$ cat src/rtl/core/blu2x_pkg.sv
// shared constants, types and channel averaging functions for the 2x bilinear upscaler
// no dependencies

package blu2x_pkg;

    localparam int MAX_WIDTH  = 1024;
    localparam int MAX_HEIGHT = 1024;
    localparam int COL_W      = $clog2(MAX_WIDTH);
    localparam int ROW_W      = $clog2(MAX_HEIGHT);
    localparam int WCNT_W     = COL_W + 1;
    localparam int HCNT_W     = ROW_W + 1;
    localparam int SIZE_W     = 11;
    localparam int COORD_W    = 11;
    localparam int CHAN_W     = 8;
    localparam int NCHAN      = 3;
    localparam int NSLOT      = 9;
    localparam int CFG_IDX_W  = 1;
    localparam int WIDTH_RST  = 640;
    localparam int HEIGHT_RST = 480;

    typedef logic [NCHAN*CHAN_W-1:0] t_pixel;

    typedef enum logic [CFG_IDX_W-1:0] {
        REG_WIDTH  = 1'b0,
        REG_HEIGHT = 1'b1
    } t_reg_idx;

    typedef struct packed {
        t_pixel             cur;
        logic [ROW_W-1:0]   row;
        logic [COL_W-1:0]   col;
        logic               last_row;
        logic               last_col;
    } t_stage;

    function automatic t_pixel mean2(t_pixel a, t_pixel b);
        logic [CHAN_W:0] s;
        t_pixel          r;
        r = '0;
        for (int k = 0; k < NCHAN; k++) begin
            s = {1'b0, a[k*CHAN_W +: CHAN_W]} + {1'b0, b[k*CHAN_W +: CHAN_W]}
                + (CHAN_W+1)'(1);
            r[k*CHAN_W +: CHAN_W] = s[CHAN_W:1];
        end
        return r;
    endfunction

    function automatic t_pixel mean4(t_pixel a, t_pixel b, t_pixel c, t_pixel d);
        logic [CHAN_W+1:0] s;
        t_pixel            r;
        r = '0;
        for (int k = 0; k < NCHAN; k++) begin
            s = {2'b00, a[k*CHAN_W +: CHAN_W]} + {2'b00, b[k*CHAN_W +: CHAN_W]}
                + {2'b00, c[k*CHAN_W +: CHAN_W]} + {2'b00, d[k*CHAN_W +: CHAN_W]}
                + (CHAN_W+2)'(2);
            r[k*CHAN_W +: CHAN_W] = s[CHAN_W+1:2];
        end
        return r;
    endfunction

endpackage

$ cat src/rtl/core/blu2x_if.sv
// valid/ready channel interfaces: source pixels, result pixels, configuration writes
// depends on blu2x_pkg

interface blu2x_pix_if;
    logic                          valid;
    logic                          ready;
    logic [blu2x_pkg::CHAN_W-1:0]  red_in;
    logic [blu2x_pkg::CHAN_W-1:0]  green_in;
    logic [blu2x_pkg::CHAN_W-1:0]  blue_in;

    modport source (output valid, red_in, green_in, blue_in, input ready);
    modport sink   (input valid, red_in, green_in, blue_in, output ready);
endinterface


interface blu2x_cfg_if;
    logic                            valid;
    logic                            ready;
    logic [blu2x_pkg::CFG_IDX_W-1:0] index;
    logic [blu2x_pkg::SIZE_W-1:0]    data;

    modport source (output valid, index, data, input ready);
    modport sink   (input valid, index, data, output ready);
endinterface

$ cat src/rtl/core/blu2x_fetch.sv
// input side: size registers, source position counters, line buffer access, first stage
// depends on blu2x_pkg, blu2x_if

module blu2x_fetch (
    input  logic                          i_clk,
    input  logic                          i_rst_n,
    blu2x_cfg_if.sink                     i_cfg,
    blu2x_pix_if.sink                     i_pix,
    input  logic                          i_take,
    output logic                          o_s1_vld,
    output blu2x_pkg::t_stage             o_s1,
    output logic                          o_mem_en,
    output logic [blu2x_pkg::COL_W-1:0]   o_mem_addr,
    output blu2x_pkg::t_pixel             o_mem_wdata
);

    logic [blu2x_pkg::WCNT_W-1:0] r_w, n_w;
    logic [blu2x_pkg::HCNT_W-1:0] r_h, n_h;
    logic [blu2x_pkg::COL_W-1:0]  r_col;
    logic [blu2x_pkg::ROW_W-1:0]  r_row;
    logic                         r_s1_vld;
    blu2x_pkg::t_stage            r_s1;

    logic                         wrap_col;
    logic [blu2x_pkg::HCNT_W-1:0] row_t;
    logic [blu2x_pkg::ROW_W-1:0]  row_c;
    logic [blu2x_pkg::COL_W-1:0]  col_c;
    logic                         last_col, last_row;
    logic                         accept;
    blu2x_pkg::t_pixel            pix;

    // clamp written sizes to 1..max
    always_comb begin
        if (i_cfg.data == '0) begin
            n_w = blu2x_pkg::WCNT_W'(1);
        end else if (32'(i_cfg.data) > blu2x_pkg::MAX_WIDTH) begin
            n_w = blu2x_pkg::WCNT_W'(blu2x_pkg::MAX_WIDTH);
        end else begin
            n_w = blu2x_pkg::WCNT_W'(i_cfg.data);
        end
        if (i_cfg.data == '0) begin
            n_h = blu2x_pkg::HCNT_W'(1);
        end else if (32'(i_cfg.data) > blu2x_pkg::MAX_HEIGHT) begin
            n_h = blu2x_pkg::HCNT_W'(blu2x_pkg::MAX_HEIGHT);
        end else begin
            n_h = blu2x_pkg::HCNT_W'(i_cfg.data);
        end
    end

    // position of this item, wrapped against sizes changed mid-frame
    always_comb begin
        wrap_col = {1'b0, r_col} >= r_w;
        row_t    = wrap_col ? {1'b0, r_row} + blu2x_pkg::HCNT_W'(1) : {1'b0, r_row};
        row_c    = (row_t >= r_h) ? '0 : row_t[blu2x_pkg::ROW_W-1:0];
        col_c    = wrap_col ? '0 : r_col;
        last_col = {1'b0, col_c} == r_w - blu2x_pkg::WCNT_W'(1);
        last_row = {1'b0, row_c} == r_h - blu2x_pkg::HCNT_W'(1);
    end

    assign i_cfg.ready = 1'b1;
    assign i_pix.ready = !r_s1_vld || i_take;
    assign accept      = i_pix.valid && i_pix.ready;
    assign pix         = {i_pix.red_in, i_pix.green_in, i_pix.blue_in};

    always_ff @(posedge i_clk) begin
        if (!i_rst_n) begin
            r_w      <= blu2x_pkg::WCNT_W'(blu2x_pkg::WIDTH_RST);
            r_h      <= blu2x_pkg::HCNT_W'(blu2x_pkg::HEIGHT_RST);
            r_col    <= '0;
            r_row    <= '0;
            r_s1_vld <= 1'b0;
        end else begin
            if (i_cfg.valid) begin
                if (i_cfg.index == blu2x_pkg::REG_WIDTH) begin
                    r_w <= n_w;
                end else begin
                    r_h <= n_h;
                end
            end
            if (accept) begin
                r_s1_vld <= 1'b1;
                r_col    <= last_col ? '0 : col_c + blu2x_pkg::COL_W'(1);
                if (last_col) begin
                    r_row <= last_row ? '0 : row_c + blu2x_pkg::ROW_W'(1);
                end else begin
                    r_row <= row_c;
                end
            end else if (i_take) begin
                r_s1_vld <= 1'b0;
            end
        end
    end

    always_ff @(posedge i_clk) begin
        if (accept) begin
            r_s1.cur      <= pix;
            r_s1.row      <= row_c;
            r_s1.col      <= col_c;
            r_s1.last_row <= last_row;
            r_s1.last_col <= last_col;
        end
    end

    assign o_s1_vld    = r_s1_vld;
    assign o_s1        = r_s1;
    assign o_mem_en    = accept;
    assign o_mem_addr  = col_c;
    assign o_mem_wdata = pix;

endmodule

$ cat src/flat_wrapper.sv
// flat-port wrapper written by rule: the top's interface ports become plain ports
module blu2x_fetch_flat 
  (i_clk, i_rst_n, i_take, o_s1_vld, o_s1, o_mem_en, o_mem_addr, o_mem_wdata, i_cfg_valid, i_cfg_index, i_cfg_data, i_cfg_ready, i_pix_valid, i_pix_red_in, i_pix_green_in, i_pix_blue_in, i_pix_ready);
  blu2x_cfg_if i_cfg_i ();
  blu2x_pix_if i_pix_i ();
  input  logic i_clk;
  input  logic i_rst_n;
  input  logic i_take;
  output logic o_s1_vld;
  output blu2x_pkg::t_stage o_s1;
  output logic o_mem_en;
  output logic [blu2x_pkg::COL_W-1:0] o_mem_addr;
  output blu2x_pkg::t_pixel o_mem_wdata;
  input wire logic [$bits(i_cfg_i.valid)-1:0] i_cfg_valid;
  input wire logic [$bits(i_cfg_i.index)-1:0] i_cfg_index;
  input wire logic [$bits(i_cfg_i.data)-1:0] i_cfg_data;
  output wire logic [$bits(i_cfg_i.ready)-1:0] i_cfg_ready;
  input wire logic [$bits(i_pix_i.valid)-1:0] i_pix_valid;
  input wire logic [$bits(i_pix_i.red_in)-1:0] i_pix_red_in;
  input wire logic [$bits(i_pix_i.green_in)-1:0] i_pix_green_in;
  input wire logic [$bits(i_pix_i.blue_in)-1:0] i_pix_blue_in;
  output wire logic [$bits(i_pix_i.ready)-1:0] i_pix_ready;
  assign i_cfg_i.valid = i_cfg_valid;
  assign i_cfg_i.index = i_cfg_index;
  assign i_cfg_i.data = i_cfg_data;
  assign i_cfg_ready = i_cfg_i.ready;
  assign i_pix_i.valid = i_pix_valid;
  assign i_pix_i.red_in = i_pix_red_in;
  assign i_pix_i.green_in = i_pix_green_in;
  assign i_pix_i.blue_in = i_pix_blue_in;
  assign i_pix_ready = i_pix_i.ready;
  blu2x_fetch u_core (.i_clk(i_clk), .i_rst_n(i_rst_n), .i_cfg(i_cfg_i), .i_pix(i_pix_i), .i_take(i_take), .o_s1_vld(o_s1_vld), .o_s1(o_s1), .o_mem_en(o_mem_en), .o_mem_addr(o_mem_addr), .o_mem_wdata(o_mem_wdata));
endmodule
$ cat config.mk
export PLATFORM = sky130hd
export DESIGN_NAME = blu2x_fetch_flat
export DESIGN_NICKNAME = d
export VERILOG_FILES = /design/src/rtl/core/blu2x_pkg.sv /design/src/rtl/core/blu2x_if.sv /design/src/rtl/core/blu2x_fetch.sv /design/src/flat_wrapper.sv
export SDC_FILE = /design/constraint.sdc
export NUM_CORES = 1
export LEC_CHECK = 0
export BUFFER_PORTS_ARGS = -buffer_cell sky130_fd_sc_hd__buf_2
export CAP_MARGIN = 20
export CORE_UTILIZATION = 55
export DETAILED_ROUTE_END_ITERATION = 8
export GPL_TIMING_DRIVEN = 0
export PLACE_DENSITY = 0.81
export SLEW_MARGIN = 40
export SYNTH_ARGS = -nofsm -noshare
export SYNTH_HDL_FRONTEND = slang
export SYNTH_SLANG_ARGS = --single-unit
$ cat constraint.sdc
create_clock -name i_clk -period 5.3 [get_ports i_clk]
set_input_delay 0.53 -clock i_clk [delete_from_list [all_inputs] [get_ports i_clk]]
set_output_delay 0.53 -clock i_clk [all_outputs]
set_load 0.01 [all_outputs]
# ---- Word-level counts from Yosys, hierarchy flattened
# Index checks and enable logic that the tools add are counted.
dict set report op_classes {
  bitwise_logic 1
  magnitude_cmp 3
  n_reduce_logical 7
  n_eq_ne 2
  n_addsub 5
  mux 10
}
# op n
set ops {}
lappend ops {{two-way mux 10 bit} 5}
lappend ops {{two-way mux 11 bit} 3}
lappend ops {{== test 10 x 11 -> 1 bit} 2}
lappend ops {{subtractor 11 x 1 -> 11 bit, second input constant} 2}
lappend ops {{adder 10 x 1 -> 10 bit, second input constant} 2}
lappend ops {{adder 10 x 1 -> 11 bit, second input constant} 1}
lappend ops {{greater-or-equal comparator 10 x 11 -> 1 bit} 1}
lappend ops {{greater-or-equal comparator 11 bit} 1}
lappend ops {{greater-than comparator 11 bit, second input constant} 1}
lappend ops {{logical NOT 11 bit} 1}
lappend ops {{AND reduction 2 bit} 2}
lappend ops {{two-way mux 1 bit} 2}
lappend ops {{nonzero test 2 bit} 1}
lappend ops {{logical AND 1 bit} 1}
lappend ops {{logical NOT 1 bit} 1}
lappend ops {{logical OR 1 bit} 1}
lappend ops {{NOT 1 bit} 1}
dict set report word_totals {
  wordCells 38
  out_inout_bits 84
  input_bits 41
  register_bits 89
}

# ---- Logic depth before layout (Yosys ltp)
dict set report depth {
  depth_word 7
  depth_mapped 22
  depth_no_buf 19
}

# ---- Worst setup path after synthesis
# No wires, ideal clock.
dict set report synth_path {
  path_kind {register to register}
  startpoint {reg u_core.r_w[8] (netlist name)}
  endpoint {reg u_core.r_row[4] (netlist name)}
  slack_ns 0.713
  required_time_ns 5.153
  setup_ns 0.147
  synth_period_minus_slack_ns 4.587
  n_path_buf 2
  t_arrival_ns 4.441
  stages_incl_launch_ff 20
  cell_sequence {dfxtp_1 -> inv_1 -> ha_1 -> a211oi_1 -> nor3_1 -> a31oi_1 -> a2111oi_0 -> or2_2 -> ha_1 -> a2111oi_0 -> o21ai_1 -> a221o_1 -> and2_1 -> clkbuf_1 -> clkbuf_1 -> a21o_1 -> nor3b_1 -> o21ai_0 -> nor3_2 -> a221oi_1}
}
dict set report synth_via {
  elab_chain_cells 7
  word_cells_on_any_way 11
  classes_between {add/sub (2); order compare (2); eq/ne (2); mux (5)}
}
# element line
set synth_lines {}
lappend synth_lines {{from (decl)} blu2x_fetch.sv:17} ;# logic [blu2x_pkg::WCNT_W-1:0] r_w, n_w;
lappend synth_lines {{from (signal assigned)} blu2x_fetch.sv:67} ;# r_w <= blu2x_pkg::WCNT_W'(blu2x_pkg::WIDTH_RST);
lappend synth_lines {{from (signal assigned)} blu2x_fetch.sv:75} ;# r_w <= n_w;
lappend synth_lines {{greater-or-equal comparator 10 x 11 -> 1 bit} blu2x_fetch.sv:52} ;# wrap_col = {1'b0, r_col} >= r_w;
lappend synth_lines {{two-way mux 11 bit} blu2x_fetch.sv:53} ;# row_t = wrap_col ? {1'b0, r_row} + blu2x_pkg::HCNT_W'(1) : {1'b0, r_row};
lappend synth_lines {{greater-or-equal comparator 11 bit} blu2x_fetch.sv:54} ;# row_c = (row_t >= r_h) ? '0 : row_t[blu2x_pkg::ROW_W-1:0];
lappend synth_lines {{two-way mux 10 bit} blu2x_fetch.sv:54}
lappend synth_lines {{adder 10 x 1 -> 10 bit or == test 10 x 11 -> 1 bit (tied branches)} {blu2x_fetch.sv:84, blu2x_fetch.sv:57}}
lappend synth_lines {{two-way mux 10 bit} blu2x_fetch.sv:84} ;# r_row <= last_row ? '0 : row_c + blu2x_pkg::ROW_W'(1);
lappend synth_lines {{two-way mux 10 bit *} blu2x_fetch.sv:83} ;# if (last_col) begin
lappend synth_lines {{to (signal assigned)} blu2x_fetch.sv:84}
lappend synth_lines {{to (signal assigned)} blu2x_fetch.sv:86} ;# r_row <= row_c;
lappend synth_lines {{to (decl)} blu2x_fetch.sv:20} ;# logic [blu2x_pkg::ROW_W-1:0] r_row;
# Mark *: on every way between the ends. The rest lies on a longest branch, timed or not.
# A chain may end at the register's enable or synchronous reset.

# ---- Final worst setup path
# Same ends and word-level chain as after synthesis.

==> flow_summary.json <==
{
  "yosys_warnings": 0,
  "antenna-diode-count": 0,
  "critPathMaxStageDelay_ns": 0.60,
  "cts_tree": "built",
  "place_ws_ns": -0.525,
  "core-area_mm2": 0.00982,
  "die_width_um": 103,
  "synth_area_leaders": "edfxtp_1 (25%), dfxtp_1 (15%), ha_1 (5.8%), nand2_1 (5.1%), xnor2_1 (4.5%)",
  "die_h_um": 103,
  "seq_area_frac_synth": 0.399,
  "internal_power_mw": 1.03,
  "avgRoutedWirePerCell_um": 16.7,
  "hold_buffers": 0,
  "p_seq_frac": 0.537,
  "cp.arrival_ns": 5.42,
  "setup_viol": 0,
  "synth_fp_nets": 692,
  "vias_per_cell": 5.92,
  "die_area_mm2": 0.0106,
  "route.detailed.drc": 0,
  "yosys.area.top_type": "edfxtp_1",
  "synth-edff-count": 46,
  "worstPathMaxFanout": 10,
  "path_class": "reg2reg",
  "path_buf_inv": 4,
  "gp_congestion": 0.923,
  "num-fill-cells": 774,
  "final_max_slew_viol_count": 0,
  "max_cap_viol_count": 0,
  "syn_area_per_cell_um2": 8.98,
  "status": "completed",
  "synth-seq-cells": 89,
  "port_buffers": 122,
  "crit_path_top_delay_cell": "nor4_1",
  "fin_ws_ns": 0.118,
  "grt_use_met2": 0.482,
  "cts_buffer_depth": 2,
  "final_area_mm2": 0.00678,
  "clk_pin_slew_ns": 0.10,
  "io-pin-count": 125,
  "synth-main-ff-cell": "edfxtp_1",
  "worst_hold_slack_ns": 0.340,
  "grt_overflow_total": 0,
  "clkPwrFrac": 0.298,
  "power_density_mw_per_mm2": 212,
  "ant_nets": 0,
  "grt_max_degree": 30,
  "multi_input_area_mm2": 0.00307,
  "drt_wl_total_um": 15000,
  "timing.fmax_mhz": 193,
  "use_met3": 0.0420,
  "vias": 5320,
  "syn_inst": 625,
  "syn2layout_area_growth_pct": 20.7,
  "grt.busiest_layer": "met2",
  "slew_headroom": 0.577,
  "clock-sinks": 89,
  "postPlaceCellArea_mm2": 0.00642,
  "ys_async_sr_fraction": 0,
  "clock_latency_ns": 0.38,
  "critPathCaptureType": "flop",
  "required_ns": 5.54,
  "fin_skew_ns": 0.0135,
  "min_period_over_period": 0.978,
  "period_minus_slack_ns": 5.18,
  "first_pass_iters": 7,
  "switching_share": 0.287,
  "leakage_nw": 2.91,
  "use_met1": 0.360,
  "power.switching_mw": 0.414,
  "htree_num_levels": 3,
  "rows": 36,
  "grt_use_total": 0.283,
  "start_kind": "flop",
  "hp-class": "in2reg",
  "dpl.hpwl_um": 11100,
  "synth.distinct_cells": 72,
  "grt_first_pass_wirelength_um": 23100,
  "drt_iter0_markers": 588,
  "drive_gt1_frac": 0.277,
  "syn-cell-area_mm2": 0.00562,
  "worst_pin_slew_ns": 0.629,
  "cts_root_buf": "clkbuf_8",
  "crit_chain": "inv_1 -> ha_1 -> a211oi_2 -> or3_1 -> clkbuf_1 -> o31ai_1 -> a21oi_1 -> or2_2 -> ha_1 -> a2111oi_1 -> o21ai_1 -> a221o_1 -> and2_1 -> buf_2 -> nor4_1 -> a311oi_4 -> nor3_4 -> buf_12 -> a221oi_1",
  "cpLargestDelayFamily": "simple AND/OR/NAND/NOR gates",
  "antenna_found_initial": 0,
  "ir_drop_uv": 137,
  "yosysTopAreaCellShare": 0.246,
  "path_common_cell": "ha_1",
  "cts_buffers": 9,
  "hold_viol": 0,
  "power_frac_comb": 0.165,
  "final_nets": 827,
  "start_util": 0.572,
  "first_global_vias": 4847,
  "regArea_mm2": 0.00224
}
-- cell usage in the layout, fill, tap and decap left out, types with 6 or more instances in the layout --
master | Yosys | final
a21oi_1 | 37 | 35
a31oi_1 | 9 | 8
and3_1 | 12 | 12
buf_2 | 4 | 128
buf_4 | 25 | 26
clkbuf_1 | 23 | 21
clkbuf_8 | 0 | 9
dfxtp_1 | 43 | 43
edfxtp_1 | 46 | 46
ha_1 | 26 | 26
inv_1 | 38 | 38
mux2i_1 | 6 | 6
nand2_1 | 76 | 74
nand2b_1 | 7 | 7
nand3_1 | 32 | 32
nand3b_1 | 7 | 7
nand4_1 | 12 | 12
nor2_1 | 28 | 26
nor3_1 | 13 | 12
nor4_1 | 10 | 8
o211ai_1 | 8 | 8
o21ai_0 | 15 | 14
o31ai_1 | 8 | 7
xnor2_1 | 29 | 27
-- metal layers --
metal  up-vias  part of all wire
met5         -                 0
met4         0             0.016
met3        29             0.082
met2       283              0.48
met1      2480              0.42
li1       2528                 -
-- final timing paths --
path	start	to	slack, ns	cells after the start
setup / recovery	u_core.r_w[8]$_SDFFE_PN0P_	u_core.r_row[4]$_SDFFE_PN0P_	0.12	19
hold / removal	i_pix_blue_in[6]	u_core.o_s1[28]$_DFFE_PP_	0.34	1
setup reg to reg	u_core.r_w[8]$_SDFFE_PN0P_	u_core.r_row[4]$_SDFFE_PN0P_	0.12	19
hold reg to reg	u_core.r_col[0]$_SDFFE_PN0P_	u_core.r_col[0]$_SDFFE_PN0P_	0.51	2
-- cells by family (layout without fill, tap and decap cells) --
group / after synthesis / in the layout / synth area share
compound gates: 131 / 131 / 0.165
xor+xnor: 35 / 35 / 0.0570
fa+ha+maj: 26 / 26 / 0.0579
buf+inv: 96 / 236 / 0.0831
flops: 89 / 89 / 0.399
mux: 6 / 6 / 0.0107
other cells: 1 / 1 / 0.000668
simple gates: 241 / 241 / 0.226
-- worst register-to-register path, stage by stage (launching register included) --
cell       delay, ns
dfxtp_1         0.41
inv_1           0.10
ha_1            0.33
a211oi_2        0.10
or3_1           0.35
clkbuf_1        0.19
o31ai_1         0.28
a21oi_1         0.08
or2_2           0.31
ha_1            0.29
a2111oi_1       0.44
o21ai_1         0.13
a221o_1         0.31
and2_1          0.29
buf_2           0.26
nor4_1          0.61
a311oi_4        0.12
nor3_4          0.24
buf_12          0.15
a221oi_1        0.07
-- layout make-up --
class,instances,area share
Buffer,54,0.0465
Clock buffer,10,0.0188
Clock inverter,6,0.00609
Inverter,41,0.0227
Multi-Input combinational cell,440,0.452
Sequential cell,89,0.331
Tap cell,133,0.0245
Timing Repair Buffer,125,0.0982
-- through the flow --
step | power [mW] | cells | TNS (ns) | util
after global placement | 1.01 | 880 | -2.89 | 0.651
after detailed placement | 1.02 | 881 | -4.55 | 0.654
after CTS | 1.43 | 897 | 0 | 0.677
after global routing | 1.49 | 898 | -0.219 | 0.690
after floorplan | 0.932 | 625 | 0 | -
final | 1.44 | 898 | 0 | 0.690
-- power by group through the flow --
stage	Clock [mW]	Sequential [mW]	Combinational (mW)
finish	0.429	0.772	0.238
global route	0.453	0.776	0.264
CTS	0.430	0.772	0.231
detailed placement	0	0.788	0.227
global placement	0	0.788	0.217
floorplan	0	0.796	0.135
-- state kept, by name, summed over array words and instances (netlist names) --
register / cells
u_core.o_s1: 46
u_core.r_col: 10
u_core.o_s1_vld: 1
u_core.r_h: 11
u_core.r_w: 11
u_core.r_row: 10
-- cells in the mapped netlist (3+ instances only) --
cell and number:
a21oi_1 37, o221ai_1 3, nor3b_1 6, edfxtp_1 46, a221oi_1 5, or2_2 5, o21ai_0 15, buf_4 25
a21o_1 4, or4_1 5, buf_2 4, inv_1 38, ha_1 26, nor2b_1 4, and2_1 4, xor2_1 5
clkbuf_1 23, o31ai_1 8, nor2_1 28, or3_1 5, nand4b_1 3, nor3_1 13, nor4_1 10, nand2_1 76
o311ai_0 5, nand3_1 32, xnor2_1 29, dfxtp_1 43, mux2i_1 6, o21ai_1 6, a211o_1 3, nand3b_1 7
o211ai_1 8, and3_1 12, nand4_1 12, nand2b_1 7, a31oi_1 9
-- repair_timing --
action	in CTS	in global routing
endpoints found under the hold margin	0	0
pin swaps	2	3
buffers inserted	0	2
gates resized for setup	13	22
setup endpoints to repair	11	11
Note: power is estimated with default switching activity, not from simulation.
