===== src/rtl/core/blu2x_pkg.sv =====
// shared constants, types and channel averaging functions for the 2x bilinear upscaler
// no dependencies

package blu2x_pkg;

    localparam int MAX_WIDTH  = 1024;
    localparam int MAX_HEIGHT = 1024;
    localparam int COL_W      = $clog2(MAX_WIDTH);
    localparam int ROW_W      = $clog2(MAX_HEIGHT);
    localparam int WCNT_W     = COL_W + 1;
    localparam int HCNT_W     = ROW_W + 1;
    localparam int SIZE_W     = 11;
    localparam int COORD_W    = 11;
    localparam int CHAN_W     = 8;
    localparam int NCHAN      = 3;
    localparam int NSLOT      = 9;
    localparam int CFG_IDX_W  = 1;
    localparam int WIDTH_RST  = 640;
    localparam int HEIGHT_RST = 480;

    typedef logic [NCHAN*CHAN_W-1:0] t_pixel;

    typedef enum logic [CFG_IDX_W-1:0] {
        REG_WIDTH  = 1'b0,
        REG_HEIGHT = 1'b1
    } t_reg_idx;

    typedef struct packed {
        t_pixel             cur;
        logic [ROW_W-1:0]   row;
        logic [COL_W-1:0]   col;
        logic               last_row;
        logic               last_col;
    } t_stage;

    function automatic t_pixel mean2(t_pixel a, t_pixel b);
        logic [CHAN_W:0] s;
        t_pixel          r;
        r = '0;
        for (int k = 0; k < NCHAN; k++) begin
            s = {1'b0, a[k*CHAN_W +: CHAN_W]} + {1'b0, b[k*CHAN_W +: CHAN_W]}
                + (CHAN_W+1)'(1);
            r[k*CHAN_W +: CHAN_W] = s[CHAN_W:1];
        end
        return r;
    endfunction

    function automatic t_pixel mean4(t_pixel a, t_pixel b, t_pixel c, t_pixel d);
        logic [CHAN_W+1:0] s;
        t_pixel            r;
        r = '0;
        for (int k = 0; k < NCHAN; k++) begin
            s = {2'b00, a[k*CHAN_W +: CHAN_W]} + {2'b00, b[k*CHAN_W +: CHAN_W]}
                + {2'b00, c[k*CHAN_W +: CHAN_W]} + {2'b00, d[k*CHAN_W +: CHAN_W]}
                + (CHAN_W+2)'(2);
            r[k*CHAN_W +: CHAN_W] = s[CHAN_W+1:2];
        end
        return r;
    endfunction

endpackage


===== src/rtl/core/blu2x_if.sv =====


interface blu2x_res_if;
    logic                          valid;
    logic                          ready;
    logic [blu2x_pkg::COORD_W-1:0] dest_row;
    logic [blu2x_pkg::COORD_W-1:0] dest_col;
    logic [blu2x_pkg::CHAN_W-1:0]  red_out;
    logic [blu2x_pkg::CHAN_W-1:0]  green_out;
    logic [blu2x_pkg::CHAN_W-1:0]  blue_out;
    logic                          last_of_run;

    modport source (output valid, dest_row, dest_col, red_out, green_out, blue_out,
                    last_of_run, input ready);
    modport sink   (input valid, dest_row, dest_col, red_out, green_out, blue_out,
                    last_of_run, output ready);
endinterface



===== src/rtl/core/blu2x_emit.sv =====
// result side: neighbor window, destination slot sequencer, interpolation, output register
// depends on blu2x_pkg, blu2x_if

module blu2x_emit (
    input  logic                 i_clk,
    input  logic                 i_rst_n,
    input  logic                 i_s1_vld,
    input  blu2x_pkg::t_stage    i_s1,
    input  blu2x_pkg::t_pixel    i_above,
    output logic                 o_take,
    blu2x_res_if.source          o_res
);

    logic                              r_busy;
    logic [blu2x_pkg::NSLOT-1:0]       r_mask;
    blu2x_pkg::t_pixel                 r_cur, r_above, r_left, r_abl;
    logic [blu2x_pkg::ROW_W-1:0]       r_row;
    logic [blu2x_pkg::COL_W-1:0]       r_col;

    logic                              r_out_vld;
    logic [blu2x_pkg::COORD_W-1:0]     r_out_row, r_out_col;
    blu2x_pkg::t_pixel                 r_out_pix;
    logic                              r_out_last;

    logic [blu2x_pkg::NSLOT-1:0]       onehot, rest, n_mask;
    logic [1:0]                        rsel, csel;
    logic [2:0]                        en_row, en_col;
    logic                              can_out, fire, last_slot;
    blu2x_pkg::t_pixel                 val;
    logic [blu2x_pkg::COORD_W-1:0]     drow, dcol;

    always_comb begin
        onehot = r_mask & (~r_mask + blu2x_pkg::NSLOT'(1));
        rest   = r_mask & ~onehot;
        rsel   = '0;
        csel   = '0;
        for (int i = 0; i < blu2x_pkg::NSLOT; i++) begin
            if (onehot[i]) begin
                rsel = 2'(i / 3);
                csel = 2'(i % 3);
            end
        end
    end

    // slots in raster order: rows above/center/below, columns left/center/right
    always_comb begin
        if (rsel == 2'd0) begin
            val = (csel == 2'd0) ? blu2x_pkg::mean4(r_abl, r_above, r_left, r_cur)
                                 : blu2x_pkg::mean2(r_above, r_cur);
        end else begin
            val = (csel == 2'd0) ? blu2x_pkg::mean2(r_left, r_cur) : r_cur;
        end
        drow = blu2x_pkg::COORD_W'({r_row, 1'b0}) + blu2x_pkg::COORD_W'(rsel)
               - blu2x_pkg::COORD_W'(1);
        dcol = blu2x_pkg::COORD_W'({r_col, 1'b0}) + blu2x_pkg::COORD_W'(csel)
               - blu2x_pkg::COORD_W'(1);
    end

    always_comb begin
        en_row = {i_s1.last_row, 1'b1, i_s1.row != '0};
        en_col = {i_s1.last_col, 1'b1, i_s1.col != '0};
        for (int i = 0; i < 3; i++) begin
            for (int j = 0; j < 3; j++) begin
                n_mask[i*3+j] = en_row[i] & en_col[j];
            end
        end
    end

    assign can_out   = !r_out_vld || o_res.ready;
    assign fire      = r_busy && can_out;
    assign last_slot = rest == '0;
    assign o_take    = i_s1_vld && (!r_busy || (fire && last_slot));

    always_ff @(posedge i_clk) begin
        if (!i_rst_n) begin
            r_busy    <= 1'b0;
            r_out_vld <= 1'b0;
            r_mask    <= '0;
            r_cur     <= '0;
            r_above   <= '0;
            r_left    <= '0;
            r_abl     <= '0;
        end else begin
            if (fire) begin
                r_out_vld <= 1'b1;
                r_mask    <= rest;
                if (last_slot) begin
                    r_busy <= 1'b0;
                end
            end else if (o_res.ready) begin
                r_out_vld <= 1'b0;
            end
            if (o_take) begin
                r_busy  <= 1'b1;
                r_mask  <= n_mask;
                r_left  <= r_cur;
                r_abl   <= r_above;
                r_cur   <= i_s1.cur;
                r_above <= i_above;
            end
        end
    end

    always_ff @(posedge i_clk) begin
        if (o_take) begin
            r_row <= i_s1.row;
            r_col <= i_s1.col;
        end
        if (fire) begin
            r_out_row  <= drow;
            r_out_col  <= dcol;
            r_out_pix  <= val;
            r_out_last <= last_slot;
        end
    end

    assign o_res.valid       = r_out_vld;
    assign o_res.dest_row    = r_out_row;
    assign o_res.dest_col    = r_out_col;
    assign o_res.red_out     = r_out_pix[3*blu2x_pkg::CHAN_W-1:2*blu2x_pkg::CHAN_W];
    assign o_res.green_out   = r_out_pix[2*blu2x_pkg::CHAN_W-1:blu2x_pkg::CHAN_W];
    assign o_res.blue_out    = r_out_pix[blu2x_pkg::CHAN_W-1:0];
    assign o_res.last_of_run = r_out_last;

endmodule


===== src/flat_wrapper.sv =====
// flat-port wrapper written by rule: the top's interface ports become plain ports
module blu2x_emit_flat 
  (i_clk, i_rst_n, i_s1_vld, i_s1, i_above, o_take, o_res_valid, o_res_dest_row, o_res_dest_col, o_res_red_out, o_res_green_out, o_res_blue_out, o_res_last_of_run, o_res_ready);
  blu2x_res_if o_res_i ();
  input  logic i_clk;
  input  logic i_rst_n;
  input  logic i_s1_vld;
  input  blu2x_pkg::t_stage i_s1;
  input  blu2x_pkg::t_pixel i_above;
  output logic o_take;
  output wire logic [$bits(o_res_i.valid)-1:0] o_res_valid;
  output wire logic [$bits(o_res_i.dest_row)-1:0] o_res_dest_row;
  output wire logic [$bits(o_res_i.dest_col)-1:0] o_res_dest_col;
  output wire logic [$bits(o_res_i.red_out)-1:0] o_res_red_out;
  output wire logic [$bits(o_res_i.green_out)-1:0] o_res_green_out;
  output wire logic [$bits(o_res_i.blue_out)-1:0] o_res_blue_out;
  output wire logic [$bits(o_res_i.last_of_run)-1:0] o_res_last_of_run;
  input wire logic [$bits(o_res_i.ready)-1:0] o_res_ready;
  assign o_res_valid = o_res_i.valid;
  assign o_res_dest_row = o_res_i.dest_row;
  assign o_res_dest_col = o_res_i.dest_col;
  assign o_res_red_out = o_res_i.red_out;
  assign o_res_green_out = o_res_i.green_out;
  assign o_res_blue_out = o_res_i.blue_out;
  assign o_res_last_of_run = o_res_i.last_of_run;
  assign o_res_i.ready = o_res_ready;
  blu2x_emit u_core (.i_clk(i_clk), .i_rst_n(i_rst_n), .i_s1_vld(i_s1_vld), .i_s1(i_s1), .i_above(i_above), .o_take(o_take), .o_res(o_res_i));
endmodule

===== config.mk =====
export PLATFORM = sky130hd
export DESIGN_NAME = blu2x_emit_flat
export DESIGN_NICKNAME = d
export VERILOG_FILES = /design/src/rtl/core/blu2x_pkg.sv /design/src/rtl/core/blu2x_if.sv /design/src/rtl/core/blu2x_emit.sv /design/src/flat_wrapper.sv
export SDC_FILE = /design/constraint.sdc
export NUM_CORES = 1
export LEC_CHECK = 0
export BUFFER_PORTS_ARGS = -buffer_cell sky130_fd_sc_hd__clkbuf_2
export CAP_MARGIN = 20
export CORE_UTILIZATION = 49
export CTS_BUF_LIST = sky130_fd_sc_hd__clkbuf_4 sky130_fd_sc_hd__clkbuf_8
export DETAILED_ROUTE_END_ITERATION = 6
export GPL_TIMING_DRIVEN = 1
export PLACE_DENSITY = 0.66
export SLEW_MARGIN = 40
export SYNTH_ARGS = -nofsm -noshare
export SYNTH_HDL_FRONTEND = slang
export SYNTH_SLANG_ARGS = --single-unit
export TNS_END_PERCENT = 50

===== constraint.sdc =====
create_clock -name i_clk -period 4.3 [get_ports i_clk]
set_input_delay 0.86 -clock i_clk [delete_from_list [all_inputs] [get_ports i_clk]]
set_output_delay 0.86 -clock i_clk [all_outputs]
set_load 0.01 [all_outputs]

# Word level (Yosys, flattened, before mapping)
# Index checks and enable logic that the tools add are counted.
[totals]
reg_bits = 174
inputBits = 74
word_cells = 90
output_inout_bits = 49
[op_classes]
add_sub_neg = 29
reduce_logical = 16
bitwise = 8
n_mux = 24
[ops]
columns = ["op", "n"]
rows = [
  ["adder 8 x 8 -> 9 bit", 9],
  ["2-to-1 mux 24 bit", 3],
  ["adder 9 x 1 -> 9 bit, second input constant", 7],
  ["adder 10 x 8 -> 10 bit", 6],
  ["adder 10 x 2 -> 10 bit, second input constant", 3],
  ["2-to-1 mux 2 bit", 12],
  ["adder 11 x 2 -> 11 bit", 2],
  ["subtractor 11 x 1 -> 11 bit, second input constant", 2],
  ["nonzero test 10 bit", 2],
  ["AND 9 bit", 2],
  ["2-to-1 mux 9 bit", 2],
  ["NOT 9 bit", 2],
  ["zero test 9 bit", 1],
  ["2-to-1 mux 1 bit", 7],
  ["nonzero test 2 bit", 3],
  ["AND 1 bit", 4],
  ["zero test 2 bit", 2],
  ["logical AND 1 bit", 3],
  ["zero test 1 bit", 2],
  ["logical OR 1 bit", 2],
  ["AND reduction 2 bit", 1],
]

# Longest topological paths before layout
# Gate-level depths: netlist of the first run.
[depth]
ltp_word = 14
depth_mapped = 18
depth_no_buf = 18

# Worst setup path after synthesis of the first run
# Ideal clock, no wire load.
[synth_path]
path_type = "register to register"
from = "register u_core.r_mask[3] (netlist bit)"
to = "register u_core.r_out_col (netlist bit u_core.o_res.dest_col[9]) (data pin)"
t_required_ps = 4034
setup_ps = 266
arrival_ps = 3591
n_path_buf = 2
path_stages_with_launch = 16
setup_slack_ps = 443
synth_period_minus_slack_ps = 3857
cell_sequence = "dfxtp_1 buf_2 or4_4 buf_6 or3_1 o32a_1 ha_1 inv_1 ha_1 fa_1 a21o_1 a21oi_1 nor2b_1 o21a_1 o41ai_1 xnor2_1"
[synth_via]
elab_chain_len = 11
[synth_lines]
columns = ["element", "line_no", "text"]
rows = [
  ["start, declared", "blu2x_emit.sv:15", "logic [blu2x_pkg::NSLOT-1:0] r_mask;"],
  ["start signal, assigned", "blu2x_emit.sv:86", "r_mask <= rest;"],
  ["start signal, assigned", "blu2x_emit.sv:95", "r_mask <= n_mask;"],
  ["NOT 9 bit", "blu2x_emit.sv:33", "onehot = r_mask & (~r_mask + blu2x_pkg::NSLOT'(1));"],
  ["adder 9 x 1 -> 9 bit", "blu2x_emit.sv:33", ""],
  ["AND 9 bit *", "blu2x_emit.sv:33", ""],
  ["2-to-1 mux 2 bit (5 in a row)", "blu2x_emit.sv:38", "if (onehot[i]) begin"],
  ["2-to-1 mux 2 bit *", "blu2x_emit.sv:38", ""],
  ["adder 11 x 2 -> 11 bit *", "blu2x_emit.sv:55", "dcol = blu2x_pkg::COORD_W'({r_col, 1'b0}) + blu2x_pkg::COORD_W'(csel)"],
  ["subtractor 11 x 1 -> 11 bit *", "blu2x_emit.sv:56", "- blu2x_pkg::COORD_W'(1);"],
  ["via u_core.dcol (one bit)", "blu2x_emit.sv:30", "logic [blu2x_pkg::COORD_W-1:0] drow, dcol;"],
  ["end signal, assigned", "blu2x_emit.sv:111", "r_out_col <= dcol;"],
  ["end, declared", "blu2x_emit.sv:21", "logic [blu2x_pkg::COORD_W-1:0] r_out_row, r_out_col;"],
]
# The timed path passes the listed nets; every way through them passes the cells marked *.
# A chain may end at the register's enable or synchronous reset.

# Worst setup path in the final report of the first run
[layout_path]
from = "register u_core.r_above[1]"
to = "register u_core.r_out_pix[6] (data pin)"
[layout_via]
elab_chain_len = 6
elab_cells_between_ends = 8
classes_between = "add/sub: 6; mux: 2"
[layout_lines]
columns = ["element", "line_no", "text"]
rows = [
  ["start, declared", "blu2x_emit.sv:16", "blu2x_pkg::t_pixel r_cur, r_above, r_left, r_abl;"],
  ["start signal, assigned", "blu2x_emit.sv:99", "r_above <= i_above;"],
  ["adder 8 x 8 -> 9 bit", "blu2x_pkg.sv:53", "s = {2'b00, a[k*CHAN_W +: CHAN_W]} + {2'b00, b[k*CHAN_W +: CHAN_W]}"],
  ["adder 10 x 8 -> 10 bit (2 in a row)", "blu2x_pkg.sv:54", "+ {2'b00, c[k*CHAN_W +: CHAN_W]} + {2'b00, d[k*CHAN_W +: CHAN_W]}"],
  ["adder 10 x 2 -> 10 bit", "blu2x_pkg.sv:55", "+ (CHAN_W+2)'(2);"],
  ["2-to-1 mux 24 bit *", "blu2x_emit.sv:48", "val = (csel == 2'd0) ? blu2x_pkg::mean4(r_abl, r_above, r_left, r_cur)"],
  ["2-to-1 mux 24 bit *", "blu2x_emit.sv:47", "if (rsel == 2'd0) begin"],
  ["via u_core.val[6]", "blu2x_emit.sv:29", "blu2x_pkg::t_pixel val;"],
  ["end signal, assigned", "blu2x_emit.sv:112", "r_out_pix <= val;"],
  ["end, declared", "blu2x_emit.sv:22", "blu2x_pkg::t_pixel r_out_pix;"],
]
# Marked as above.

==> results of run 1 <==
-- what timing repair did --
| action | in CTS | in global routing |
|---|---|---|
| endpoints found under the setup margin | 0 | 4 |
| hold buffers | 0 | 0 |
| resized for setup | 0 | 4 |
-- Yosys cell counts, drive strengths merged, types with 7 or more instances --
cell type  number
nor2           56
o21ai          50
nand2         145
a21boi          7
ha            115
edfxtp         67
a211oi         22
nor3           25
xor2           30
o21bai          7
a21o           28
nor2b          14
o21a           13
a31oi           9
nand3         199
dfxtp         107
buf            35
nand2b          7
inv           127
fa             30
o41ai           8
xnor2          47
or2            10
o211ai         15
a21oi          60
clkbuf         23
-- through the flow --
stage | instances | utilization [%] | setup slack (ps) | area, um^2
global placement | 1723 | 53.56 | 359.7 | 12610
CTS | 1755 | 55.17 | 227.8 | 12990
detailed placement | 1723 | 53.56 | 236.8 | 12610
global route | 1755 | 55.25 | 23.11 | 13010
floorplan | 1329 | - | 442.9 | 11800
finish | 1755 | 55.25 | 287.7 | 13010
-- power by group --
group | internal [mW] | leakage, nW | switching [mW]
combinational | 1.21 | 4.42 | 1.78
clock | 0.430 | 0.191 | 0.696
sequential | 2.14 | 1.52 | 0.248
-- placed cells by master, fill, tap and decap left out, types with 28 or more instances in the layout --
master | netlist | layout
nand2_1 | 144 | 144
xor2_1 | 30 | 30
ha_1 | 115 | 115
edfxtp_1 | 67 | 67
xnor2_1 | 47 | 47
fa_1 | 30 | 30
clkbuf_2 | 0 | 121
nor2_1 | 56 | 56
dfxtp_1 | 107 | 105
inv_1 | 126 | 125
a21o_1 | 28 | 28
o21ai_0 | 50 | 50
a21oi_1 | 58 | 57
nand3_1 | 199 | 199
-- flip-flops by register name, indices dropped and copies added, names as in the netlist --
name / count
u_core.o_res.dest_col: 11
u_core.o_res.dest_row: 11
u_core.o_res.last_of_run: 1
u_core.o_res.valid: 1
u_core.r_abl: 24
u_core.r_above: 24
u_core.r_busy: 1
u_core.r_col: 10
u_core.r_cur: 24
u_core.r_left: 24
u_core.r_mask: 9
u_core.r_out_pix: 24
u_core.r_row: 10
-- critical path, cell delays in order (launching register included) --
cell,delay (ps)
dfxtp_1,460
ha_1,270
a21o_1,180
a21oi_1,200
nand2b_1,130
a21boi_0,110
o41ai_1,360
xor2_1,140
fa_1,500
inv_1,40
ha_1,320
and2_1,190
and3_1,180
a221o_1,310
nor2_1,110
o22ai_1,90
a211oi_1,240
-- cells by family after synthesis --
logic type / Yosys count / share of synthesized area (%)
AO/OA/AOI/OAI: 262 / 14.97
XOR/XNOR: 77 / 5.717
adder cells (fa/ha/maj): 146 / 17.37
buffers and inverters: 185 / 6.756
flip-flops: 174 / 35.21
multiplexers: 7 / 1.124
AND/OR/NAND/NOR: 478 / 18.85
-- per-layer routing --
metal  track usage (%)  vias up  routed length (um)
met5                 0        -                   9
met4             6.056        2                 376
met3             4.213       28                1346
met2             38.62      223               13020
met1             29.17     4488               12680
li1                  -     4891                   -
-- worst max path at each step --
stage / endpoint / startpoint / slack [ps] / cells after the start
2_1_floorplan: u_core.o_res.dest_col[9]$_DFFE_PP_ / u_core.r_mask[3]$_SDFFE_PN0P_ / 440 / 15
3_3_place_gp: u_core.r_out_pix[13]$_DFFE_PP_ / u_core.r_above[8]$_SDFFE_PN0P_ / 360 / 18
3_5_place_dp: u_core.r_out_pix[13]$_DFFE_PP_ / u_core.r_above[8]$_SDFFE_PN0P_ / 240 / 18
4_1_cts: u_core.r_out_pix[13]$_DFFE_PP_ / u_core.r_above[8]$_SDFFE_PN0P_ / 230 / 18
5_1_grt: u_core.r_out_pix[14]$_DFFE_PP_ / u_core.r_above[8]$_SDFFE_PN0P_ / 20 / 18
6_report: u_core.r_out_pix[6]$_DFFE_PP_ / u_core.r_above[1]$_SDFFE_PN0P_ / 290 / 16
-- final cells by class --
class	count	area, um^2	area share (%)
clock inverters	15	145.1	1.116
inverters	127	479.2	3.684
well taps	319	399.1	3.069
multi-input cells	970	6880	52.90
flip-flops and latches	174	4156	31.96
repair buffers	133	711.9	5.474
clock buffers	17	234.0	1.799
==> impl_metrics.csv, run 1 <==
group,metric,value,unit
critical_path,critPathKind,"reg -> reg",
drt,viasPerCell,5.488,
power,vdd_drop_max,0.0002336,V
global_route,grt_overflow,0,
yosys,synth_top_area_share,18.16,%
yosys,synth_fp_nets,1548,
cells_and_area,area_delta_synth_final,10.26,%
critical_path,path_max_fanout,6,
yosys,netlist_instances,1329,
run_status,status,"completed",
die,core_area,23540,um^2
yosys,ys_seq_area_share,35.21,%
placement,io_buffers,122,
timing,hold_viol_final,0,
critical_path,reg2reg_from,"u_core.r_above[1]$_SDFFE_PN0P_",
timing,max_freq,249.2,MHz
clocking,clk_latency,480,ps
timing,rsz0062_at_grt,"no",
power,p_leak,6.127,nW
yosys,synth.cell_area,11800,um^2
die,ios,123,
placement,place.gp.congestion,0.9178,
timing,fin_crit_sh,93.31,%
clocking,cts_tree,"yes",
die,start_util,50.11,%
cells_and_area,n_antenna_cell,0,
drt,drtPass1Iterations,5,
die,die_h,157.2,um
power,power,6.502,mW
timing,slew_headroom,43.08,%
clocking,clockBufferDepth,2,
clocking,cts_root_buf,"clkbuf_8",
die,die_area,24700,um^2
critical_path,timing.rr.end,"u_core.r_out_pix[6]$_DFFE_PP_",
yosys,synthArstFlopShare,0,%
timing,setup_tns,0,ps
yosys,synth_edf_count,67,
yosys,yosysTopAreaCell,"dfxtp_1",
clocking,numCtsBuffers,17,
min_path,hold_depth,2,
global_route,grt_pass1_wl,43.79,mm
critical_path,worst_setup_path_end_kind,"flip-flop",
timing,setup_violations,0,
drt,wirelength,27.43,mm
yosys,synth_area_leaders,"dfxtp_1 18%, edfxtp_1 17%, ha_1 12%, nand3_1 8.4%, fa_1 5.1%",
yosys,synth_ff_type,"dfxtp_1",
timing,period_needed,4012,ps
yosys,syn_area_per_cell,8.876,um^2
clocking,h-tree-depth,4,
cells_and_area,nets,1642,
critical_path,r2r_slack,290,ps
min_path,min_path_type,"reg -> reg",
min_path,hold_path_end,"u_core.r_abl[23]$_SDFFE_PN0P_",
yosys,ys_ff_latch,174,
critical_path,critPathRequiredTime,4600,ps
placement,hpwlAfterDp,19.66,mm
job,maxCapViolCount,0,
clocking,path_clk_slew,100,ps
power,powerDensity,500.0,nW/um^2
yosys,yosys_warnings,0,
min_path,min_from,"u_core.r_abl[23]$_SDFFE_PN0P_",
drt,wl_per_cell,15.63,um
critical_path,worstPathArrival,4310,ps
critical_path,crit_path_start_kind,"flip-flop",
critical_path,reg2regPathDepth,16,
clocking,cts_num_sinks,174,
global_route,antenna_found_initial,1,
cells_and_area,drive_gt1_share,13.79,%
global_route,grt_max_degree,123,
die,die_w,157.2,um
drt,ant_nets,0,
timing,skew,18.88,ps
global_route,grtUsageTotal,22.61,%
clocking,postCtsSetupBuffers,0,
timing,drv_slew,0,
drt,drc_errors,0,
yosys,ys_types,63,
drt,drtIter0Drc,522,
die,rows,56,
drt,vias,9632,
cells_and_area,fill_cells,2195,
timing,hold_ws,458.3,ps
global_route,grt_pass1_vias,8879,
timing,worst_pin_slew,842.7,ps
Note: power is estimated with default switching activity, not from simulation.
==> inputs of run 2 (changes only) <==
--- a/config.mk
+++ b/config.mk
@@ -5,10 +5,11 @@
 export SDC_FILE = /design/constraint.sdc
 export NUM_CORES = 1
 export LEC_CHECK = 0
-export BUFFER_PORTS_ARGS = -buffer_cell sky130_fd_sc_hd__clkbuf_2
+export BUFFER_PORTS_ARGS = -buffer_cell sky130_fd_sc_hd__buf_4
 export CAP_MARGIN = 20
 export CORE_UTILIZATION = 49
 export CTS_BUF_LIST = sky130_fd_sc_hd__clkbuf_4 sky130_fd_sc_hd__clkbuf_8
+export CTS_CLUSTER_DIAMETER = 60
 export DETAILED_ROUTE_END_ITERATION = 6
 export GPL_TIMING_DRIVEN = 1
 export PLACE_DENSITY = 0.66
==> impl_metrics.csv, run 2 (synthesized netlist as in run 1, its figures left out) <==
group,metric,value,unit
clocking,cts_tree,"yes",
die,die_w,157.2,um
power,p_switching,2.721,mW
timing,drv_slew,0,
cells_and_area,area_delta_synth_final,12.96,%
job,maxCapViolCount,0,
die,die_area,24700,um^2
drt,wl_per_cell,15.85,um
timing,period_needed,4016,ps
critical_path,reg2reg_from,"u_core.r_above[0]$_SDFFE_PN0P_",
global_route,grt_overflow,0,
clocking,cts_root_buf,"clkbuf_8",
power,p_leak,6.218,nW
timing,fin_crit_sh,93.39,%
min_path,min_from,"u_core.r_abl[3]$_SDFFE_PN0P_",
timing,setup_violations,0,
critical_path,timing.rr.end,"u_core.r_out_pix[6]$_DFFE_PP_",
min_path,min_path_type,"reg -> reg",
drt,drtIter0Drc,504,
power,internal_power,3.867,mW
cells_and_area,final_common_cell,"nand3_1",
die,core_area,23540,um^2
critical_path,worst_setup_path_end_kind,"flip-flop",
global_route,grtUsageTotal,23.14,%
critical_path,crit_path_start_kind,"flip-flop",
cells_and_area,fin_cells,1756,
min_path,hold_path_end,"u_core.r_abl[3]$_SDFFE_PN0P_",
min_path,hold_depth,2,
critical_path,critPathKind,"reg -> reg",
power,powerDensity,494.4,nW/um^2
critical_path,max_stage_delay,490,ps
clocking,clk_latency,470,ps
cells_and_area,final_cell_mix,"199 x nand3_1, 144 x nand2_1, 131 x buf_4",
critical_path,slowest_stage,"fa_1",
drt,drtPass1Iterations,5,
placement,hpwlAfterDp,20.15,mm
critical_path,path_max_fanout,7,
global_route,grt_pass1_vias,9063,
global_route,antenna_found_initial,0,
die,ios,123,
clocking,h-tree-depth,4,
timing,rsz0062_at_grt,"no",
run_status,status,"completed",
placement,place_inst,1724,
die,start_util,50.11,%
timing,hold_viol_final,0,
timing,slew_headroom,45.57,%
placement,io_buffers,122,
power,seq_power_share,36.3,%
critical_path,critPathRequiredTime,4600,ps
power,combPwrFrac,46.6,%
timing,skew,14.71,ps
drt,viasPerCell,5.518,
cells_and_area,drive_gt1_share,13.85,%
clocking,numCtsBuffers,17,
die,rows,56,
global_route,grt_pass1_wl,45.11,mm
clocking,clockBufferDepth,2,
power,swShare,41.30,%
timing,setup_tns,0,ps
cells_and_area,nets,1643,
critical_path,worstPathArrival,4320,ps
global_route,grt_max_degree,123,
drt,wirelength,27.83,mm
placement,place.gp.congestion,0.8743,
die,die_h,157.2,um
cells_and_area,n_antenna_cell,0,
power,vdd_drop_max,0.0002616,V
critical_path,r2r_slack,280,ps
drt,drc_errors,0,
clocking,cts_num_sinks,174,
critical_path,reg2regPathDepth,18,
drt,ant_nets,0,
cells_and_area,fill_cells,2194,
critical_path,cp_cell_sequence,"ha_1 > inv_1 > fa_1 > nor2b_1 > o21ai_0 > a21boi_0 > o21a_1 > nor2_1 > xor2_1 > fa_1 > inv_1 > ha_1 > a21oi_1 > nand2_1 > a221o_1 > nor2_1 > o22ai_1 > a211oi_1",
clocking,path_clk_slew,100,ps
drt,vias,9689,
timing,worst_pin_slew,816.4,ps
timing,max_freq,249.0,MHz
power,pwr-share-clk,17.1,%
run 2: worst max-delay path by stage:
stage / startpoint / endpoint / cells after the start
floorplan: u_core.r_mask[3]$_SDFFE_PN0P_ / u_core.o_res.dest_col[9]$_DFFE_PP_ / 15
global placement: u_core.r_mask[3]$_SDFFE_PN0P_ / u_core.o_res.dest_col[9]$_DFFE_PP_ / 13
detailed placement: u_core.r_mask[3]$_SDFFE_PN0P_ / u_core.o_res.dest_col[9]$_DFFE_PP_ / 13
CTS: u_core.r_mask[3]$_SDFFE_PN0P_ / u_core.o_res.dest_col[9]$_DFFE_PP_ / 13
global route: u_core.r_above[0]$_SDFFE_PN0P_ / u_core.r_out_pix[6]$_DFFE_PP_ / 18
finish: u_core.r_above[0]$_SDFFE_PN0P_ / u_core.r_out_pix[6]$_DFFE_PP_ / 18
run 2: final cells by class:
type,count,area (um^2),share of cell area (%)
clock buffer,17,234.0,1.756
clock inverter,15,148.9,1.117
inverter,127,479.2,3.596
multi-input combinational,970,6883,51.65
sequential,174,4155,31.18
tap,319,399.1,2.995
timing repair buffer,134,1026,7.699
run 2: power by group through the flow:
stage | Combinational [mW] | Clock (mW) | Sequential (mW)
final | 3.07 | 1.13 | 2.39
after CTS | 3.07 | 1.15 | 2.39
after floorplan | 2.20 | 0 | 2.41
after global routing | 3.42 | 1.22 | 2.43
after detailed placement | 3.06 | 0 | 2.43
after global placement | 2.99 | 0 | 2.42
run 2: layer usage:
| metal | track usage (%) | routed length (um) | vias to the layer above | share of wire [%] |
|---|---|---|---|---|
| met1 | 31.28 | 13030 | 4546 | 47 |
| met2 | 38.37 | 13230 | 221 | 48 |
| met3 | 3.469 | 1154 | 32 | 4.1 |
| li1 | - | - | 4890 | - |
| met5 | 0 | 0 | - | 0 |
| met4 | 6.334 | 413 | 0 | 1.5 |
run 2: stage by stage:
| stage | area, um^2 | hold WS, ps | worst slack, ps | utilization (%) | power, mW |
|---|---|---|---|---|---|
| after floorplan | 11800 | 433.9 | 442.9 | - | 4.617 |
| after global placement | 12920 | 441.6 | 408.7 | 54.87 | 5.410 |
| after detailed placement | 12920 | 446.7 | 327.3 | 54.89 | 5.489 |
| after CTS | 13310 | 461.4 | 289.4 | 56.52 | 6.619 |
| after global routing | 13330 | 478.3 | 12.64 | 56.60 | 7.072 |
| final | 13330 | 460.4 | 284.3 | 56.60 | 6.588 |
run 2: what timing repair did:
item,in CTS,in global routing
setup buffers,0,0
resized for setup,0,3
setup endpoints to repair,0,2
hold endpoints to repair,0,0
hold buffers,0,0
run 2: critical path: cells and delay by family, from the launching register on:
family                   cells  cell delay (ps)
XOR/XNOR                     1              150
flip-flops                   1              400
buffers and inverters        2               90
AO/OA/AOI/OAI                7             1350
AND/OR/NAND/NOR              4              430
adder cells (fa/ha/maj)      4             1450
==> inputs of run 3 (changes only) <==
==> constraint.sdc (replaced) <==
create_clock -name i_clk -period 4.3 [get_ports i_clk]
set_input_delay 0.645 -clock i_clk [delete_from_list [all_inputs] [get_ports i_clk]]
set_output_delay 0.645 -clock i_clk [all_outputs]
set_load 0.01 [all_outputs]
==> impl_metrics.csv, run 3 (synthesized netlist as in run 1, its figures left out) <==
group,metric,value,unit
timing,worst_pin_slew,757.8,ps
power,p_leak,6.208,nW
power,vdd_drop_max,0.0002058,V
clocking,cts_tree,"yes",
placement,io_buffers,122,
global_route,grtUsageTotal,22.50,%
cells_and_area,final_cell_mix,"199 x nand3_1, 144 x nand2_1, 129 x buf_4",
critical_path,worstPathArrival,4220,ps
timing,period_needed,3982,ps
drt,drtPass1Iterations,5,
clocking,cts_root_buf,"clkbuf_8",
placement,hpwlAfterDp,19.46,mm
global_route,use_met3,3.717,%
cells_and_area,fin_cells,1754,
drt,wl_per_cell,15.45,um
global_route,grt_busiest_layer,"met2",
min_path,min_path_type,"in -> reg",
clocking,numCtsBuffers,17,
cells_and_area,fin_util,56.64,%
timing,setup_tns,0,ps
critical_path,critPathKind,"reg -> reg",
timing,setup_violations,0,
critical_path,worst_setup_path_end_kind,"flip-flop",
drt,vias,9611,
timing,drv_slew,0,
cells_and_area,drive_gt1_share,13.73,%
timing,max_freq,251.1,MHz
drt,viasPerCell,5.479,
drt,ant_nets,0,
critical_path,critPathRequiredTime,4540,ps
timing,fin_crit_sh,92.61,%
drt,drc_errors,0,
die,die_w,157.2,um
timing,skew,14.53,ps
global_route,grt_max_degree,129,
die,start_util,50.11,%
clocking,cts_num_sinks,174,
die,core_area,23540,um^2
global_route,antenna_found_initial,1,
placement,place.gp.congestion,0.8724,
global_route,grt_overflow,0,
global_route,grt_pass1_wl,43.80,mm
clocking,clockBufferDepth,2,
global_route,gr-usage-met2,37.78,%
timing,hold_viol_final,0,
cells_and_area,nets,1641,
global_route,grt_pass1_vias,8890,
global_route,grt_use_met1,29.78,%
placement,place_inst,1722,
critical_path,crit_path_start_kind,"flip-flop",
cells_and_area,final_common_cell,"nand3_1",
drt,wirelength,27.09,mm
critical_path,path_max_fanout,9,
timing,slew_headroom,49.48,%
clocking,clk_latency,480,ps
die,ios,123,
drt,drtIter0Drc,507,
die,rows,56,
run_status,status,"completed",
power,powerDensity,495.4,nW/um^2
cells_and_area,area_delta_synth_final,13.05,%
clocking,path_clk_slew,100,ps
die,die_area,24700,um^2
timing,rsz0062_at_grt,"no",
die,die_h,157.2,um
clocking,h-tree-depth,4,
cells_and_area,n_antenna_cell,0,
job,maxCapViolCount,0,
[run 3: critical path, cell delays in order, from the launching register on]
cell     delay, ps
dfxtp_1        380
or4_4          630
or3_1          410
o32a_1         310
ha_1           280
inv_1           40
ha_1           210
fa_1           410
a21o_1         170
a21oi_1        210
nor2b_1         80
o21a_1         180
o41ai_1        300
xnor2_1        110
[run 3: metal layers]
metal / wire length, um / vias up / part of all wire, %
li1: - / 4882 / -
met1: 12810 / 4473 / 47
met2: 12700 / 218 / 47
met3: 1165 / 36 / 4.3
met4: 401 / 2 / 1.5
met5: 11 / - / 0.041
[run 3: final timing paths]
| kind | from | endpoint | slack, ps | cells after the start |
|---|---|---|---|---|
| min reg2reg | u_core.r_abl[4]$_SDFFE_PN0P_ | u_core.r_abl[4]$_SDFFE_PN0P_ | 460 | 2 |
| max reg2reg | u_core.r_mask[2]$_SDFFE_PN0P_ | u_core.o_res.dest_col[9]$_DFFE_PP_ | 320 | 13 |
| min | i_s1[8] | u_core.r_col[6]$_DFFE_PP_ | 340 | 1 |
| max | u_core.r_mask[2]$_SDFFE_PN0P_ | u_core.o_res.dest_col[9]$_DFFE_PP_ | 320 | 13 |
[run 3: layout make-up]
cell class | instances | area, um^2
clock buffer | 17 | 234.0
clock inverter | 15 | 151.4
fill | 2209 | 10210
inverter | 127 | 480.5
multi-input combinational | 970 | 6893
sequential | 174 | 4154
tap | 319 | 399.1
timing repair buffer | 132 | 1023
[run 3: stage by stage]
step,setup WS (ps),hold WS [ps],power [mW],area [um^2]
after floorplan,442.9,433.9,4.617,11800
after global placement,325.7,442.1,5.415,12920
after detailed placement,245.3,445.5,5.464,12920
after CTS,204.1,317.2,6.629,13310
after global routing,33.51,319.5,7.098,13340
final,317.7,343.0,6.607,13340
[run 3: what timing repair did]
item                                    CTS  global route
setup buffers                             0             0
endpoints found under the setup margin    0             2
gates resized for setup                   0             5
hold buffers                              0             0
[run 3: power by group]
group	switching, mW	total, mW	leakage (nW)	internal, mW
Clock	0.682	1.16	0.181	0.477
Sequential	0.242	2.38	1.52	2.14
Combinational	1.76	3.06	4.51	1.30
